[src/sv/slbd_pkg.sv]
// ----------------------------------------------------------------------------
// slbd_pkg: shared types, constants and calibration tables
// Breakpoint tables for the sensor and output stages, controller state and
// the command / status structs between controller and datapath.
// ----------------------------------------------------------------------------
package slbd_pkg;

  localparam int SAMPLE_W = 16;
  localparam int TEMP_W   = 10;
  localparam int CODE_W   = 8;
  localparam int BAR_W    = 8;
  localparam int IDX_W    = 4;
  localparam int QUO_W    = 16;

  localparam logic [IDX_W-1:0] SENSOR_LAST = IDX_W'(12 - 1);
  localparam logic [IDX_W-1:0] OUTPUT_LAST = IDX_W'(15 - 1);

  // bar graph thresholds in tenths
  localparam logic [15:0] BAR_LOW  = 16'd400;
  localparam logic [15:0] BAR_HIGH = 16'd800;
  localparam int          BAR_STEP = (800 - 400) / 8;

  // table select
  localparam logic PH_SENSOR = 1'b0;
  localparam logic PH_OUTPUT = 1'b1;

  typedef enum logic [2:0] {
    ST_IDLE,
    ST_WALK,
    ST_MUL,
    ST_DIVI,
    ST_DIV,
    ST_ADD,
    ST_DONE
  } state_t;

  typedef struct packed {
    logic load;         // capture a new sample
    logic step;         // advance to next breakpoint
    logic setup;        // latch segment deltas
    logic mul;          // product of offset and rise
    logic div_init;     // split product into sign and magnitude
    logic div_step;     // one quotient bit
    logic commit_y;     // result is the breakpoint output
    logic commit_base;  // result is the lower breakpoint output
    logic commit_q;     // result is base plus quotient
    logic out_load;     // move result into output register
  } cmd_t;

  typedef struct packed {
    logic le;           // value at or below current breakpoint
    logic first;        // at first breakpoint
    logic last;         // at last breakpoint
    logic di_zero;      // segment has zero width
    logic div_last;     // final quotient bit this cycle
    logic phase;        // current table
    logic out_busy;     // output register cannot take a beat
  } sts_t;

  function automatic logic [15:0] tab_x(input logic ph, input logic [IDX_W-1:0] idx);
    logic [15:0] x;
    x = 16'hFFFF;
    if (ph == PH_SENSOR) begin
      case (idx)
        4'd0:    x = 16'd24576;
        4'd1:    x = 16'd25166;
        4'd2:    x = 16'd25739;
        4'd3:    x = 16'd26293;
        4'd4:    x = 16'd26831;
        4'd5:    x = 16'd27353;
        4'd6:    x = 16'd27859;
        4'd7:    x = 16'd28351;
        4'd8:    x = 16'd28828;
        4'd9:    x = 16'd29293;
        4'd10:   x = 16'd29744;
        default: x = 16'd65535;
      endcase
    end else begin
      case (idx)
        4'd0:    x = 16'd0;
        4'd1:    x = 16'd100;
        4'd2:    x = 16'd180;
        4'd3:    x = 16'd220;
        4'd4:    x = 16'd290;
        4'd5:    x = 16'd420;
        4'd6:    x = 16'd480;
        4'd7:    x = 16'd520;
        4'd8:    x = 16'd570;
        4'd9:    x = 16'd640;
        4'd10:   x = 16'd700;
        4'd11:   x = 16'd760;
        4'd12:   x = 16'd810;
        4'd13:   x = 16'd1000;
        default: x = 16'd65535;
      endcase
    end
    return x;
  endfunction

  function automatic logic signed [15:0] tab_y(input logic ph,
                                               input logic [IDX_W-1:0] idx);
    logic signed [15:0] y;
    y = 16'sd0;
    if (ph == PH_SENSOR) begin
      case (idx)
        4'd0:    y = 16'sd0;
        4'd1:    y = 16'sd100;
        4'd2:    y = 16'sd200;
        4'd3:    y = 16'sd300;
        4'd4:    y = 16'sd400;
        4'd5:    y = 16'sd500;
        4'd6:    y = 16'sd600;
        4'd7:    y = 16'sd700;
        4'd8:    y = 16'sd800;
        4'd9:    y = 16'sd900;
        4'd10:   y = 16'sd1000;
        default: y = 16'sd1001;
      endcase
    end else begin
      case (idx)
        4'd0:    y = 16'sd255;
        4'd1:    y = 16'sd253;
        4'd2:    y = 16'sd228;
        4'd3:    y = 16'sd216;
        4'd4:    y = 16'sd195;
        4'd5:    y = 16'sd150;
        4'd6:    y = 16'sd131;
        4'd7:    y = 16'sd119;
        4'd8:    y = 16'sd105;
        4'd9:    y = 16'sd87;
        4'd10:   y = 16'sd74;
        4'd11:   y = 16'sd62;
        4'd12:   y = 16'sd53;
        4'd13:   y = 16'sd20;
        default: y = 16'sd15;
      endcase
    end
    return y;
  endfunction

endpackage

[src/sv/slbd_ctrl.sv]
// ----------------------------------------------------------------------------
// slbd_ctrl: sequencing state machine
// Walks each table, runs multiply and serial divide for a segment hit, then
// hands the result to the output register. Issues commands to the datapath only.
// ----------------------------------------------------------------------------
module slbd_ctrl (
  input  logic          clk,
  input  logic          rst_n,
  input  logic          in_valid,
  output logic          in_ready,
  input  slbd_pkg::sts_t sts,
  output slbd_pkg::cmd_t cmd
);
  import slbd_pkg::*;

  state_t state_r, state_nxt;

  // state register
  always_ff @(posedge clk) begin
    if (!rst_n) begin
      state_r <= ST_IDLE;
    end else begin
      state_r <= state_nxt;
    end
  end

  // next state and commands
  always_comb begin
    state_nxt = state_r;
    cmd       = '0;
    in_ready  = 1'b0;
    unique case (state_r)
      ST_IDLE: begin
        in_ready = 1'b1;
        if (in_valid) begin
          cmd.load  = 1'b1;
          state_nxt = ST_WALK;
        end
      end
      ST_WALK: begin
        if (sts.le && sts.first) begin
          // at or below the first breakpoint
          cmd.commit_y = 1'b1;
          state_nxt    = (sts.phase == PH_SENSOR) ? ST_WALK : ST_DONE;
        end else if (sts.le) begin
          cmd.setup = 1'b1;
          state_nxt = ST_MUL;
        end else if (sts.last) begin
          // past the end of the table
          cmd.commit_y = 1'b1;
          state_nxt    = (sts.phase == PH_SENSOR) ? ST_WALK : ST_DONE;
        end else begin
          cmd.step = 1'b1;
        end
      end
      ST_MUL: begin
        if (sts.di_zero) begin
          cmd.commit_base = 1'b1;
          state_nxt       = (sts.phase == PH_SENSOR) ? ST_WALK : ST_DONE;
        end else begin
          cmd.mul   = 1'b1;
          state_nxt = ST_DIVI;
        end
      end
      ST_DIVI: begin
        cmd.div_init = 1'b1;
        state_nxt    = ST_DIV;
      end
      ST_DIV: begin
        cmd.div_step = 1'b1;
        if (sts.div_last) begin
          state_nxt = ST_ADD;
        end
      end
      ST_ADD: begin
        cmd.commit_q = 1'b1;
        state_nxt    = (sts.phase == PH_SENSOR) ? ST_WALK : ST_DONE;
      end
      ST_DONE: begin
        if (!sts.out_busy) begin
          cmd.out_load = 1'b1;
          state_nxt    = ST_IDLE;
        end
      end
      default: begin
        state_nxt = ST_IDLE;
      end
    endcase
  end

endmodule

[config.mk]
export PLATFORM = sky130hd
export DESIGN_NAME = slbd_ctrl
export DESIGN_NICKNAME = d
export VERILOG_FILES = /design/src/sv/slbd_pkg.sv /design/src/sv/slbd_ctrl.sv
export SDC_FILE = /design/constraint.sdc
export NUM_CORES = 1
export LEC_CHECK = 0
export BUFFER_PORTS_ARGS = -buffer_cell sky130_fd_sc_hd__buf_2
export CORE_AREA = 2 2 39 41
export DETAILED_ROUTE_END_ITERATION = 16
export DIE_AREA = 0 0 41 43
export SLEW_MARGIN = 20
export SYNTH_ARGS = -nofsm -noshare
export SYNTH_HDL_FRONTEND = slang
export SYNTH_SLANG_ARGS = --single-unit
[constraint.sdc]
create_clock -name clk -period 1.7 [get_ports clk]
set_clock_uncertainty 0.1 [all_clocks]
set_input_delay 0.085 -clock clk [delete_from_list [all_inputs] [get_ports clk]]
set_output_delay 0.085 -clock clk [all_outputs]
set_load 0.05 [all_outputs]
==> results.md <==
| Group | Metric | Reported |
|---|---|---|
| cells and area | FF+latch area | 61.3 um^2 |
| drt | DRT Pass-1 Iters | 4 |
| clock network | Max clock buf depth | 2 |
| critical path | Data required time of the worst path | 1510 ps |
| grt | Number of global-route vias before repair | 380 |
| pwr | Highest ir drop seen on vdd | 0.362 mV |
| floorplanning | I/O pin cnt | 21 |
| clock network | Quantity of hold-fixing buffers added after cts | 0 |
| sta | Final TNS setup | 0 ps |
| critical path | Start of the worst register-to-register path | state_r[0] |
| cells and area | Number of flip-flops under the largest register name | 3 |
| critical path | Startpoint type of the worst setup path | register |
| status | Status | complete, no violations |
| cells and area | Area of all placed cells without fillers | 572 um^2 |
| worst hold path | Worst hold-check path type | input pin to register |
| grt | Most used routing layer | met2 |
| grt | Total track usage | 12.2% |
| sta | Max-slew violations | 0 |
| worst hold path | Hold path cells | 2 |
| sta | Unrepaired setup endpoints after global routing | false |
| sta | Final setup violation count | 0 |
| clock network | Number of H-tree branching levels | 1 |
| synthesis | Leading cell type by number of instances after synthesis | nor3b_1 |
| clock network | Post_cts resized | 3 |
| grt | Global-route wire length before repair | 1510 um |
| floorplanning | Overall die width | 41 um |
| grt | Initial antenna violation count | 0 |
| critical path | Setup CP Type | register to output port |
| critical path | Register-to-register path setup slack | 210 ps |
| cells and area | Area used by multi-input combinational logic | 329 um^2 |
| critical path | Crit end category | output port |
| drt | Post-DRT Antenna Nets | 0 |
| synthesis | Library cell occupying the most area in the post-synthesis netlist | dfxtp_1 |
| drt | Number of design rule violations left after detail routing | 0 |
| drt | Iter 0 DRT Violations | 4 |
| synthesis | Post-synthesis adder-cell area fraction | 0% |
| grt | GR Overflow Total | 0 |
| floorplanning | Vertical die dimension | 43 um |
| sta | Worst relative slew slack | 73.1% |
| worst hold path | Startpoint of the tightest hold check path | rst_n |
| clock network | Worst-Skew Late Latency | 230 ps |
| synthesis | Combinational family with the most area after synthesis | simple AND/OR/NAND/NOR gates |
| critical path | Number of cells traversed by the worst register-to-register path | 5 |
| grt | Met1 global-route usage | 15.4% |
| clock network | Number of setup buffers added after CTS | 0 |
| cells and area | Regs by FF count | state_r: 3 flops |
| synthesis | Synth async-reset ratio | 0% |
| synthesis | Number of warnings issued by yosys | 0 |
| sta | Hold Slack | 30.7 ps |
| sta | Pin slew with the least headroom to its limit | 401 ps |
| grt | Met2 Track Usage GR | 19.4% |
| synthesis | Number of enable-type register cells in the synthesized netlist | 0 |
| cells and area | Fraction of layout cells with a size suffix above 1 | 54.2% |
| synthesis | Multiplexer area fraction after synthesis | 0% |
| clock network | TritonCTS sink count | 3 |
| sta | Final cycle utilization of the critical path | 96.1% |
| placed design | GP Congestion | 0.732 |
| synthesis | Mapped cell area | 373 um^2 |
| floorplanning | DIE AREA | 1760 um^2 |
| drt | Routed via count divided by cell count | 4.85 |
| worst hold path | Hold Path Sink | state_r[1] |
| synthesis | Number of nets produced by synthesis | 58 |
| synthesis | Synthesis-stage register bit count | 3 |
| clock network | TritonCTS buffer count | 3 |
| synthesis | Synth Area in XOR/XNOR | 0% |
| floorplanning | Total core area | 1380 um^2 |
| sta | Top achievable clock speed | 612 MHz |
| synthesis | Post-synthesis share of cell area spent on and, or, nand and nor gates | 55.7% |
| cells and area | Number of inserted diodes | 0 |
| synthesis | Distinct cell type count of the synthesized netlist | 30 |
| drt | Routed wire length | 950 um |
| job | MaxCap Viol Count | 0 |
| pwr | Static leakage power | 0.250 nW |
| pwr | Tot Pwr | 0.561 mW |
| clock network | Clock tree from TritonCTS | yes |
| cells and area | NumNets Final | 83 |
| synthesis | Synth Instances | 48 |
| sta | Final critical delay including setup and external delays | 1630 ps |
| critical path | Capture instance of the worst register-to-register path | state_r[2] |
| grt | Fraction of met3 tracks used by global routing | 1.57% |
| synthesis | Post-Synthesis Mean Instance Area | 7.77 um^2 |
| drt | Vias after detailed routing | 427 |
| floorplanning | Initial standard-cell utilization of the core | 26.9% |
| floorplanning | Number of core rows | 14 |
| critical path | Arrival time at the worst endpoint | 1450 ps |
| synthesis | Most used flip-flop cell after synthesis | dfxtp_1 |
| synthesis | Post-synthesis compound-gate area fraction | 22.1% |
| drt | Average wire per cell in the routed design | 10.8 um |
| placed design | Count of input and output buffers | 20 |
| synthesis | Leading post-synthesis cells by cell area | dfxtp_1 16%, nor3b_1 8.1%, a21boi_1 6.0%, nor4bb_1 5.4%, nand2b_1 5.0% |
| clock network | Root buffer cell | clkbuf_4 |
| critical path | Maximum net fanout on the critical path | 13 |
| placed design | HPWL after detailed placement | 749 um |
| grt | Largest net degree at the start of global routing | 16 |
| cells and area | Register bank with the most flops | state_r |
| clock network | Clock transition at the registers of the reported paths | 40 ps |
| sta | Number of hold-slack violations in the final timing report | 0 |
| synthesis | Proportion of synthesized chip area in sequential cells | 16.1% |
| pwr | Power density over the cells | 982 nW/um^2 |
| placed design | Cell area after placement | 539 um^2 |
| cells and area | Synthesis-to-finish area growth | 53.4% |
| cells and area | Fill cell total of the finished layout | 141 |
| synthesis | Area share of the largest cell type after synthesis | 16.1% |
-- metal layers --
layer,vias up,wire (um)
met3,0,30
met4,0,0
li1,228,-
met1,192,425
met2,7,494
met5,-,0
-- critical path: stages, from the launching register on --
cell and delay [ps]:
dfxtp_2 370, or3b_4 440, nand2b_4 170, inv_1 60, buf_4 180
-- power breakdown --
group          internal [mW]  total (mW)  leakage [nW]  switching (mW)
Sequential            0.0832      0.0964        0.0251          0.0132
Combinational          0.124       0.343         0.210           0.219
Clock                 0.0878       0.122        0.0150          0.0344
Total                  0.295       0.561         0.250           0.266
-- kinds of logic (layout without fill, tap and decap cells) --
logic type,count (synthesis),in the layout
AND/OR/NAND/NOR,28,28
AO/OA/AOI/OAI,12,12
flip-flops,3,3
buffers and inverters,5,29
-- final cells by class --
cell class | instances | area share (%)
multi-input combinational | 40 | 57.5
inverter | 2 | 1.31
tap | 16 | 3.50
sequential | 3 | 10.7
timing repair buffer | 23 | 22.3
clock buffer | 4 | 4.60
-- cells in the final DEF (no fill, tap or decap), types with 2 or more instances in the layout --
master and instances:
buf_4 5, o21ai_0 2, a21boi_1 3, nand2b_1 3
nor3b_1 2, dfxtp_1 2, nor2b_1 3, nor3_2 3
nor3b_2 3, buf_2 18, nor4bb_2 2, clkbuf_4 3
inv_1 2, nor2_1 2
-- through the flow --
stage | instances | utilization (%) | worst slack [ps]
2_1_floorplan | 48 | - | -260
3_3_place_gp | 84 | 39.0 | 196
3_5_place_dp | 84 | 39.0 | 180
4_1_cts | 88 | 41.3 | 48.8
5_1_grt | 88 | 41.3 | 14.0
6_report | 88 | 41.3 | 66.7
-- worst max-delay path by stage --
stage | cells past startpoint | startpoint | endpoint
2_1_floorplan | 3 | state_r[1] | cmd[9]
3_3_place_gp | 4 | state_r[2] | cmd[8]
3_5_place_dp | 4 | state_r[2] | cmd[8]
4_1_cts | 4 | state_r[2] | cmd[8]
5_1_grt | 4 | state_r[2] | cmd[8]
6_report | 4 | state_r[2] | cmd[8]
Note: power is estimated with default switching activity, not from simulation.
